===== src/lfuc_pkg.sv =====
// shared types and constants for the lfu cache with lru tie-break
`timescale 1ns / 1ps
package lfuc_pkg;

  localparam int          MAX_ENTRIES_DEF = 16;
  localparam logic [4:0]  CAP_RESET       = 5'd16;
  localparam logic [31:0] MISS_VALUE      = 32'hFFFF_FFFF;
  localparam logic [15:0] COUNT_MAX       = 16'hFFFF;
  localparam logic [15:0] COUNT_INSERT    = 16'd1;

  localparam logic CMD_GET = 1'b0;
  localparam logic CMD_PUT = 1'b1;

  typedef enum logic [4:0] {
    ST_IDLE   = 5'b00001,
    ST_SCAN   = 5'b00010,
    ST_DECIDE = 5'b00100,
    ST_UPDATE = 5'b01000,
    ST_DONE   = 5'b10000
  } lfuc_state_t;

  // controller to datapath
  typedef struct packed {
    logic load;
    logic scan;
    logic decide;
    logic update;
  } lfuc_cmd_t;

  // datapath to controller
  typedef struct packed {
    logic scan_fin;
    logic upd_fin;
    logic upd_req;
  } lfuc_sts_t;

endpackage


===== src/lfuc_ctrl.sv =====
// controller state machine: scan, decide, rank update pass, result strobe
`timescale 1ns / 1ps
module lfuc_ctrl
  import lfuc_pkg::*;
(
  input  logic      clk,
  input  logic      rst_n,
  input  logic      start,
  output logic      busy,
  output logic      out_valid,
  output lfuc_cmd_t cmd,
  input  lfuc_sts_t sts
);

  lfuc_state_t state_r, state_nxt;

  always_comb begin
    state_nxt = state_r;
    unique case (state_r)
      ST_IDLE: begin
        if (start) state_nxt = ST_SCAN;
      end
      ST_SCAN: begin
        if (sts.scan_fin) state_nxt = ST_DECIDE;
      end
      ST_DECIDE: begin
        state_nxt = sts.upd_req ? ST_UPDATE : ST_DONE;
      end
      ST_UPDATE: begin
        if (sts.upd_fin) state_nxt = ST_DONE;
      end
      ST_DONE: begin
        state_nxt = ST_IDLE;
      end
      default: begin
        state_nxt = ST_IDLE;
      end
    endcase
  end

  always_ff @(posedge clk) begin
    if (!rst_n) state_r <= ST_IDLE;
    else        state_r <= state_nxt;
  end

  assign busy       = (state_r != ST_IDLE);
  assign out_valid  = (state_r == ST_DONE);
  assign cmd.load   = (state_r == ST_IDLE) && start;
  assign cmd.scan   = (state_r == ST_SCAN);
  assign cmd.decide = (state_r == ST_DECIDE);
  assign cmd.update = (state_r == ST_UPDATE);

endmodule


===== src/lfuc_dpath.sv =====
// datapath: entry memories, valid bits, scan registers and rank update pass
`timescale 1ns / 1ps
module lfuc_dpath
  import lfuc_pkg::*;
#(
  parameter int MAX_ENTRIES = MAX_ENTRIES_DEF
) (
  input  logic               clk,
  input  logic               rst_n,
  input  lfuc_cmd_t          cmd,
  output lfuc_sts_t          sts,
  input  logic               cfg_valid,
  input  logic [4:0]         cfg_data,
  input  logic               in_cmd,
  input  logic signed [31:0] in_key,
  input  logic signed [31:0] in_value,
  output logic               out_hit,
  output logic signed [31:0] out_read_value
);

  localparam int IW = (MAX_ENTRIES > 1) ? $clog2(MAX_ENTRIES) : 1;
  localparam int CW = IW + 1;
  localparam int FW = $clog2(MAX_ENTRIES + 1);

  // configuration
  logic [4:0] cap_r;
  always_ff @(posedge clk) begin
    if (!rst_n)         cap_r <= CAP_RESET;
    else if (cfg_valid) cap_r <= cfg_data;
  end

  // request registers
  logic        cmd_r;
  logic [31:0] key_r, val_r;
  always_ff @(posedge clk) begin
    if (cmd.load) begin
      cmd_r <= in_cmd;
      key_r <= 32'(in_key);
      val_r <= 32'(in_value);
    end
  end

  // sweep address and read pipeline
  logic [CW-1:0] idx_r;
  logic [IW-1:0] rd_idx_r;
  logic          pend_r;
  logic          issue;
  logic [IW-1:0] rd_addr;

  assign issue   = (cmd.scan || cmd.update) && (idx_r != CW'(MAX_ENTRIES));
  assign rd_addr = idx_r[IW-1:0];

  always_ff @(posedge clk) begin
    if (!rst_n) begin
      idx_r  <= '0;
      pend_r <= 1'b0;
    end else begin
      pend_r <= issue;
      if (cmd.load || cmd.decide) idx_r <= '0;
      else if (issue)             idx_r <= idx_r + CW'(1);
    end
  end

  always_ff @(posedge clk) begin
    if (issue) rd_idx_r <= rd_addr;
  end

  // entry memories
  logic [31:0] key_mem  [MAX_ENTRIES];
  logic [31:0] data_mem [MAX_ENTRIES];
  logic [15:0] cnt_mem  [MAX_ENTRIES];
  logic [IW-1:0] rank_mem [MAX_ENTRIES];

  logic [31:0]   key_rd_r, data_rd_r;
  logic [15:0]   cnt_rd_r;
  logic [IW-1:0] rank_rd_r;

  logic [IW-1:0] slot_r, ref_rank_r;
  logic          all_r, wr_pend_r;
  logic [15:0]   new_cnt_r;

  logic          rank_we;
  logic [IW-1:0] rank_wd;

  always_ff @(posedge clk) begin
    if (issue) begin
      key_rd_r  <= key_mem[rd_addr];
      data_rd_r <= data_mem[rd_addr];
      cnt_rd_r  <= cnt_mem[rd_addr];
    end
    if (wr_pend_r) begin
      cnt_mem[slot_r] <= new_cnt_r;
      if (cmd_r == CMD_PUT) begin
        key_mem[slot_r]  <= key_r;
        data_mem[slot_r] <= val_r;
      end
    end
  end

  always_ff @(posedge clk) begin
    if (issue)   rank_rd_r <= rank_mem[rd_addr];
    if (rank_we) rank_mem[rd_idx_r] <= rank_wd;
  end

  // valid bits and fill level
  logic [MAX_ENTRIES-1:0] valid_r;
  logic [FW-1:0]          fill_r;
  logic                   cur_valid;
  assign cur_valid = valid_r[rd_idx_r];

  // scan: key match, first free slot, least-count oldest victim
  logic          scan_ev;
  logic          hit_r, free_r, vic_r;
  logic [IW-1:0] hit_slot_r, hit_rank_r, free_slot_r, vic_slot_r, vic_rank_r;
  logic [15:0]   hit_cnt_r, vic_cnt_r;
  logic [31:0]   rdval_r;
  logic          vic_better;

  assign scan_ev    = pend_r && cmd.scan;
  assign vic_better = !vic_r || (cnt_rd_r < vic_cnt_r) ||
                      ((cnt_rd_r == vic_cnt_r) && (rank_rd_r > vic_rank_r));

  always_ff @(posedge clk) begin
    if (!rst_n) begin
      hit_r  <= 1'b0;
      free_r <= 1'b0;
      vic_r  <= 1'b0;
    end else if (cmd.load) begin
      hit_r  <= 1'b0;
      free_r <= 1'b0;
      vic_r  <= 1'b0;
    end else if (scan_ev) begin
      if (cur_valid && (key_rd_r == key_r) && !hit_r) hit_r <= 1'b1;
      if (!cur_valid && !free_r) free_r <= 1'b1;
      if (cur_valid && vic_better) vic_r <= 1'b1;
    end
  end

  always_ff @(posedge clk) begin
    if (cmd.load) begin
      rdval_r <= MISS_VALUE;
    end else if (scan_ev) begin
      if (cur_valid && (key_rd_r == key_r) && !hit_r) begin
        hit_slot_r <= rd_idx_r;
        hit_cnt_r  <= cnt_rd_r;
        hit_rank_r <= rank_rd_r;
        if (cmd_r == CMD_GET) rdval_r <= data_rd_r;
      end
      if (!cur_valid && !free_r) free_slot_r <= rd_idx_r;
      if (cur_valid && vic_better) begin
        vic_slot_r <= rd_idx_r;
        vic_cnt_r  <= cnt_rd_r;
        vic_rank_r <= rank_rd_r;
      end
    end
  end

  // decision
  logic [8:0]    cap9, cap_eff;
  logic          fill_lt_cap, do_upd, dec_ins, dec_all;
  logic [IW-1:0] dec_slot, dec_rank;
  logic [15:0]   dec_cnt;

  always_comb begin
    cap9        = {4'b0, cap_r};
    cap_eff     = (cap9 > 9'(MAX_ENTRIES)) ? 9'(MAX_ENTRIES) : cap9;
    fill_lt_cap = 9'(fill_r) < cap_eff;
    do_upd      = (cmd_r == CMD_GET) ? hit_r : (cap_eff != 9'd0);
    dec_ins     = 1'b0;
    dec_all     = 1'b0;
    dec_slot    = vic_slot_r;
    dec_rank    = vic_rank_r;
    dec_cnt     = COUNT_INSERT;
    if (hit_r) begin
      dec_slot = hit_slot_r;
      dec_rank = hit_rank_r;
      dec_cnt  = (hit_cnt_r == COUNT_MAX) ? hit_cnt_r : hit_cnt_r + 16'd1;
    end else if (fill_lt_cap && free_r) begin
      // insert into a free slot: every valid entry ages by one
      dec_slot = free_slot_r;
      dec_all  = 1'b1;
      dec_ins  = 1'b1;
    end
  end

  always_ff @(posedge clk) begin
    if (cmd.decide) begin
      slot_r     <= dec_slot;
      ref_rank_r <= dec_rank;
      all_r      <= dec_all;
      new_cnt_r  <= dec_cnt;
    end
  end

  always_ff @(posedge clk) begin
    if (!rst_n) begin
      valid_r   <= '0;
      fill_r    <= '0;
      wr_pend_r <= 1'b0;
    end else if (cmd.decide) begin
      wr_pend_r <= do_upd;
      if (do_upd && dec_ins) begin
        valid_r[dec_slot] <= 1'b1;
        fill_r            <= fill_r + FW'(1);
      end
    end else begin
      wr_pend_r <= 1'b0;
    end
  end

  // rank update pass: touched slot becomes newest, younger entries age (all valid ones on a free-slot insert)
  logic upd_ev;
  assign upd_ev = pend_r && cmd.update;

  always_comb begin
    rank_we = 1'b0;
    rank_wd = rank_rd_r + IW'(1);
    if (upd_ev) begin
      if (rd_idx_r == slot_r) begin
        rank_we = 1'b1;
        rank_wd = '0;
      end else if (cur_valid && (all_r || (rank_rd_r < ref_rank_r))) begin
        rank_we = 1'b1;
      end
    end
  end

  assign sts.scan_fin = scan_ev && (rd_idx_r == IW'(MAX_ENTRIES - 1));
  assign sts.upd_fin  = upd_ev && (rd_idx_r == IW'(MAX_ENTRIES - 1));
  assign sts.upd_req  = do_upd;

  assign out_hit        = hit_r;
  assign out_read_value = $signed(rdval_r);

endmodule


===== src/lfu_cache_lru_tiebreak.sv =====
// lfu cache with lru tie-break: one request scans all entries, then updates ranks,
// except for a get miss or a put at capacity zero, which skip the rank pass
// one request at a time: start is taken only while idle, and busy stays high until the result strobe
// reset clears the valid bits and fill level and sets the capacity to 16
// out_valid pulses for one cycle per request; the receiver cannot stall
`timescale 1ns / 1ps
module lfu_cache_lru_tiebreak
  import lfuc_pkg::*;
#(
  parameter int MAX_ENTRIES = MAX_ENTRIES_DEF
) (
  input  logic               clk,
  input  logic               rst_n,
  input  logic               start,
  output logic               busy,
  input  logic               in_cmd,
  input  logic signed [31:0] in_key,
  input  logic signed [31:0] in_value,
  output logic               out_valid,
  output logic               out_hit,
  output logic signed [31:0] out_read_value,
  input  logic               cfg_valid,
  output logic               cfg_ready,
  input  logic [4:0]         cfg_data
);

  lfuc_cmd_t cmd;
  lfuc_sts_t sts;

  // config transfer is taken in any cycle
  assign cfg_ready = 1'b1;

  lfuc_ctrl u_ctrl (
    .clk       (clk),
    .rst_n     (rst_n),
    .start     (start),
    .busy      (busy),
    .out_valid (out_valid),
    .cmd       (cmd),
    .sts       (sts)
  );

  lfuc_dpath #(
    .MAX_ENTRIES (MAX_ENTRIES)
  ) u_dpath (
    .clk            (clk),
    .rst_n          (rst_n),
    .cmd            (cmd),
    .sts            (sts),
    .cfg_valid      (cfg_valid),
    .cfg_data       (cfg_data),
    .in_cmd         (in_cmd),
    .in_key         (in_key),
    .in_value       (in_value),
    .out_hit        (out_hit),
    .out_read_value (out_read_value)
  );

endmodule


===== config.mk =====
export PLATFORM = sky130hd
export DESIGN_NAME = lfu_cache_lru_tiebreak
export DESIGN_NICKNAME = d
export VERILOG_FILES = /design/src/lfuc_pkg.sv /design/src/lfuc_ctrl.sv /design/src/lfuc_dpath.sv /design/src/lfu_cache_lru_tiebreak.sv
export SDC_FILE = /design/constraint.sdc
export NUM_CORES = 2
export LEC_CHECK = 0
export BUFFER_PORTS_ARGS = -buffer_cell sky130_fd_sc_hd__buf_4
export CAP_MARGIN = 5
export CORE_UTILIZATION = 57
export DETAILED_ROUTE_END_ITERATION = 16
export PLACE_DENSITY = 0.82
export SYNTH_ARGS = -nofsm -noshare
export SYNTH_HDL_FRONTEND = slang
export SYNTH_SLANG_ARGS = --single-unit

===== constraint.sdc =====
create_clock -name clk -period 7.5 [get_ports clk]
set_input_delay 0.75 -clock clk [delete_from_list [all_inputs] [get_ports clk]]
set_output_delay 0.75 -clock clk [all_outputs]
set_load 0.01 [all_outputs]

==> metrics <==
area grow syn2layout 12.2%; unrepaired setup endpoints after global routing no; element type at the critical path start register; worst r2r src u_dpath.key_r[30]; share of the synthesized area in the top cell type 0.757; min-delay src in_value[31]; final hold vios 0; Setup Skew 0.0518 ns; FMAX 0.256 GHz; Worst path slowest cell nand3_2; Setup TNS Final 0 ns; area of the core 109000 sq um; port bufs 108; r2r setup slk 3.60 ns; Post-synth EDFFs 1574; clk_lat worst skew 0.78 ns; hold depth 1; Post-Route WL 153000 microns; die area 111000 sq um; power per cell area 260 nW/um^2; Hold Path Sink u_dpath.val_r[31]; Initial Utilization 0.575; Pwr Total 18.3 mW; crit-path cells xnor2_1 > nand4_1 > nor4_1 > nand3_2 > nor2_2 > buf_4; Overflow after GRT 0; fillers 6477; CTS sink cnt 1647; Reg2Reg Depth 6; top cells by area, synth edfxtp_1 (76%), mux4_2 (15%), dfxtp_1 (2.3%); First DRT Iteration DRCs 4307; design area 70100 sq um; Max Buffers Root-to-Sink 3; Cell Area, Synth 62400 sq um; Worst Hold Class input pin to register; antenna violations before repair 5; global-route wire length before repair 219000 microns; Max-slew headroom 0.123; cts hold-fix bufs 0; DR vias/cell 6.85; Total Nets Final 3073; Min Clock Period, post-route 3.90 ns; row count 121; Syn Area/Cell 22.5 sq um; clock root buffer clkbuf_16; Chip Height 333 microns; Synth Instances 2774; post-synthesis sequential element count 1647; final worst-path cycle share 0.521; CP max FO 33; drt pass-1 iters 5; worst-margin pin slew 1.32 ns; GPL Wtd Cong 0.839; CTS buffer count 153; Synth async-reset ratio 0; Avg WL per Cell 33.9 microns; post-CTS resize count 0; Max-Cap Viols 0; vias in the first global route 32200; Critical Path RT 7.93 ns; proportion of layout cells with a drive suffix above 1 0.278; outcome completed; clock slew at reported path FFs 0.07 ns; predominant post-synthesis flop cell edfxtp_1; CP arrival 4.33 ns; worst reg2reg path endpoint u_dpath.hit_cnt_r[9]; GRT Util Overall 0.279; post-detail-place hpwl 73300 microns; IO Pins 110; kind of critical path register to register; Die X 333 microns; sequential fraction of the synthesis area 0.780; postcts setup bufs 0; area leader, netlist edfxtp_1; syn_nets 2880; Final Max Slew Viols 0; Layout Utilization 0.645; CP Capture Type register; H-tree Lvls 4; synth unique cells 63; # DRC 0; Post-DP Area 65200 sq um; Antenna Nets Post-Route 0; ant diodes 0; endpoints failing setup 0; CTS tree built; Worst path max stage delay 0.91 ns; vias post-DR 30900; VDD IR max 214 uV; largest net degree at the start of global routing 160; Ys Warns 0; Leakage Power 21.0 nW
==> through the flow <==
step           std cells  hold slack [ns]  setup WS [ns]
2_1_floorplan       2774            0.406           1.41
3_3_place_gp        4224            0.432           3.95
3_5_place_dp        4224            0.447           3.85
4_1_cts             4503            0.110           3.70
5_1_grt             4505            0.124           3.47
6_report            4505            0.146           3.60
==> worst max path at each step <==
stage | startpoint | end | slack (ns)
6_report | u_dpath.key_r[30] | u_dpath.hit_cnt_r[9] | 3.60
5_1_grt | u_dpath.key_r[30] | u_dpath.hit_cnt_r[4] | 3.47
4_1_cts | u_dpath.key_r[30] | u_dpath.hit_slot_r[0] | 3.70
3_5_place_dp | u_dpath.slot_r[3] | u_dpath.rank_mem[0][1] | 3.85
3_3_place_gp | u_dpath.idx_r[0] | u_dpath.cnt_rd_r[1] | 3.95
2_1_floorplan | u_dpath.idx_r[1] | u_dpath.idx_r[2] | 1.41
==> cells in the mapped netlist (3+ instances only) <==
master / number
a2111oi_0: 4
a211oi_1: 13
a21o_1: 3
a21oi_1: 17
a31oi_1: 36
and2_1: 12
and3_1: 6
and4_1: 3
buf_1: 15
buf_2: 32
buf_6: 3
clkbuf_1: 90
dfxtp_1: 73
edfxtp_1: 1574
ha_1: 32
inv_1: 36
mux2_2: 7
mux2i_1: 11
mux4_2: 420
nand2_1: 44
nand2b_1: 11
nand3_1: 15
nand3b_1: 4
nand4_1: 22
nor2_1: 59
nor2b_1: 11
nor3_1: 12
nor3b_1: 3
nor4_1: 37
o211a_1: 3
o211ai_1: 5
o21a_1: 4
o21ai_0: 45
o21ai_1: 14
or2_2: 4
or3_1: 3
or3b_2: 3
xnor2_1: 41
xor2_1: 15
==> critical path: cells and delay by family (launching register included) <==
family / cells / cell delay (ns)
XOR/XNOR: 1 / 0.43
flip-flops: 1 / 0.66
AND/OR/NAND/NOR: 4 / 2.01
buffers and inverters: 1 / 0.40
==> report_power, final <==
part | internal (mW) | leakage [nW] | switching [mW]
Clock | 4.24 | 2.38 | 3.43
Sequential | 10.1 | 14.4 | 0.150
Combinational | 0.127 | 4.28 | 0.160
==> flip-flops by register name, indices dropped and copies added (netlist names), 5 cells and up <==
signal,count
u_ctrl.state_r,5
u_dpath.cap_r,5
u_dpath.cnt_mem,256
u_dpath.cnt_rd_r,16
u_dpath.data_mem,512
u_dpath.data_rd_r,32
u_dpath.fill_r,5
u_dpath.hit_cnt_r,16
u_dpath.idx_r,5
u_dpath.key_mem,512
u_dpath.key_r,32
u_dpath.key_rd_r,32
u_dpath.new_cnt_r,16
u_dpath.out_read_value,32
u_dpath.rank_mem,64
u_dpath.val_r,32
u_dpath.valid_r,16
u_dpath.vic_cnt_r,16
==> cells in the final DEF, fill, tap and decap left out, types with 5 or more instances in the layout <==
| master | n |
|---|---|
| nand4_1 | 22 |
| clkbuf_16 | 157 |
| and2_1 | 12 |
| clkbuf_1 | 37 |
| edfxtp_1 | 1574 |
| clkinv_2 | 30 |
| ha_1 | 32 |
| bufinv_16 | 10 |
| nand2_1 | 44 |
| o21ai_0 | 45 |
| o211ai_1 | 5 |
| a211oi_1 | 13 |
| nand2b_1 | 11 |
| nor3_1 | 8 |
| a21oi_1 | 17 |
| mux4_2 | 420 |
| nor2_1 | 41 |
| nand3_1 | 14 |
| and3_1 | 6 |
| mux2_2 | 7 |
| buf_4 | 176 |
| nor2b_1 | 11 |
| o21ai_1 | 14 |
| nor2_4 | 18 |
| inv_1 | 35 |
| dfxtp_1 | 69 |
| clkinv_1 | 30 |
| a31oi_1 | 36 |
| xor2_1 | 15 |
| nor4_1 | 37 |
| mux2i_1 | 11 |
| xnor2_1 | 41 |
==> cell type report <==
| class | instances | area, sq um | area share |
|---|---|---|---|
| well taps | 1414 | 1770 | 0.0252 |
| repair buffers | 181 | 1410 | 0.0202 |
| clock buffers | 197 | 4110 | 0.0586 |
| flip-flops and latches | 1647 | 48700 | 0.695 |
| inverters | 37 | 140 | 0.00200 |
| multi-input cells | 947 | 13200 | 0.188 |
| clock inverters | 82 | 758 | 0.0108 |
==> per-layer routing <==
| metal | GRT usage | wire length, microns |
|---|---|---|
| met1 | 0.351 | 52500 |
| met2 | 0.462 | 77000 |
| met3 | 0.0713 | 17000 |
| met4 | 0.120 | 6200 |
| met5 | 0 | 75 |
==> kinds of logic after synthesis <==
kind of cell             after synthesis  synth area share
flip-flops                          1647             0.780
multiplexers                         440             0.155
AND/OR/NAND/NOR                      261            0.0223
buffers and inverters                180            0.0122
AO/OA/AOI/OAI                        157            0.0155
XOR/XNOR                              56           0.00785
adder cells (fa/ha/maj)               32           0.00641
other                                  1         0.0000600
(Power assumes the default switching activity.)
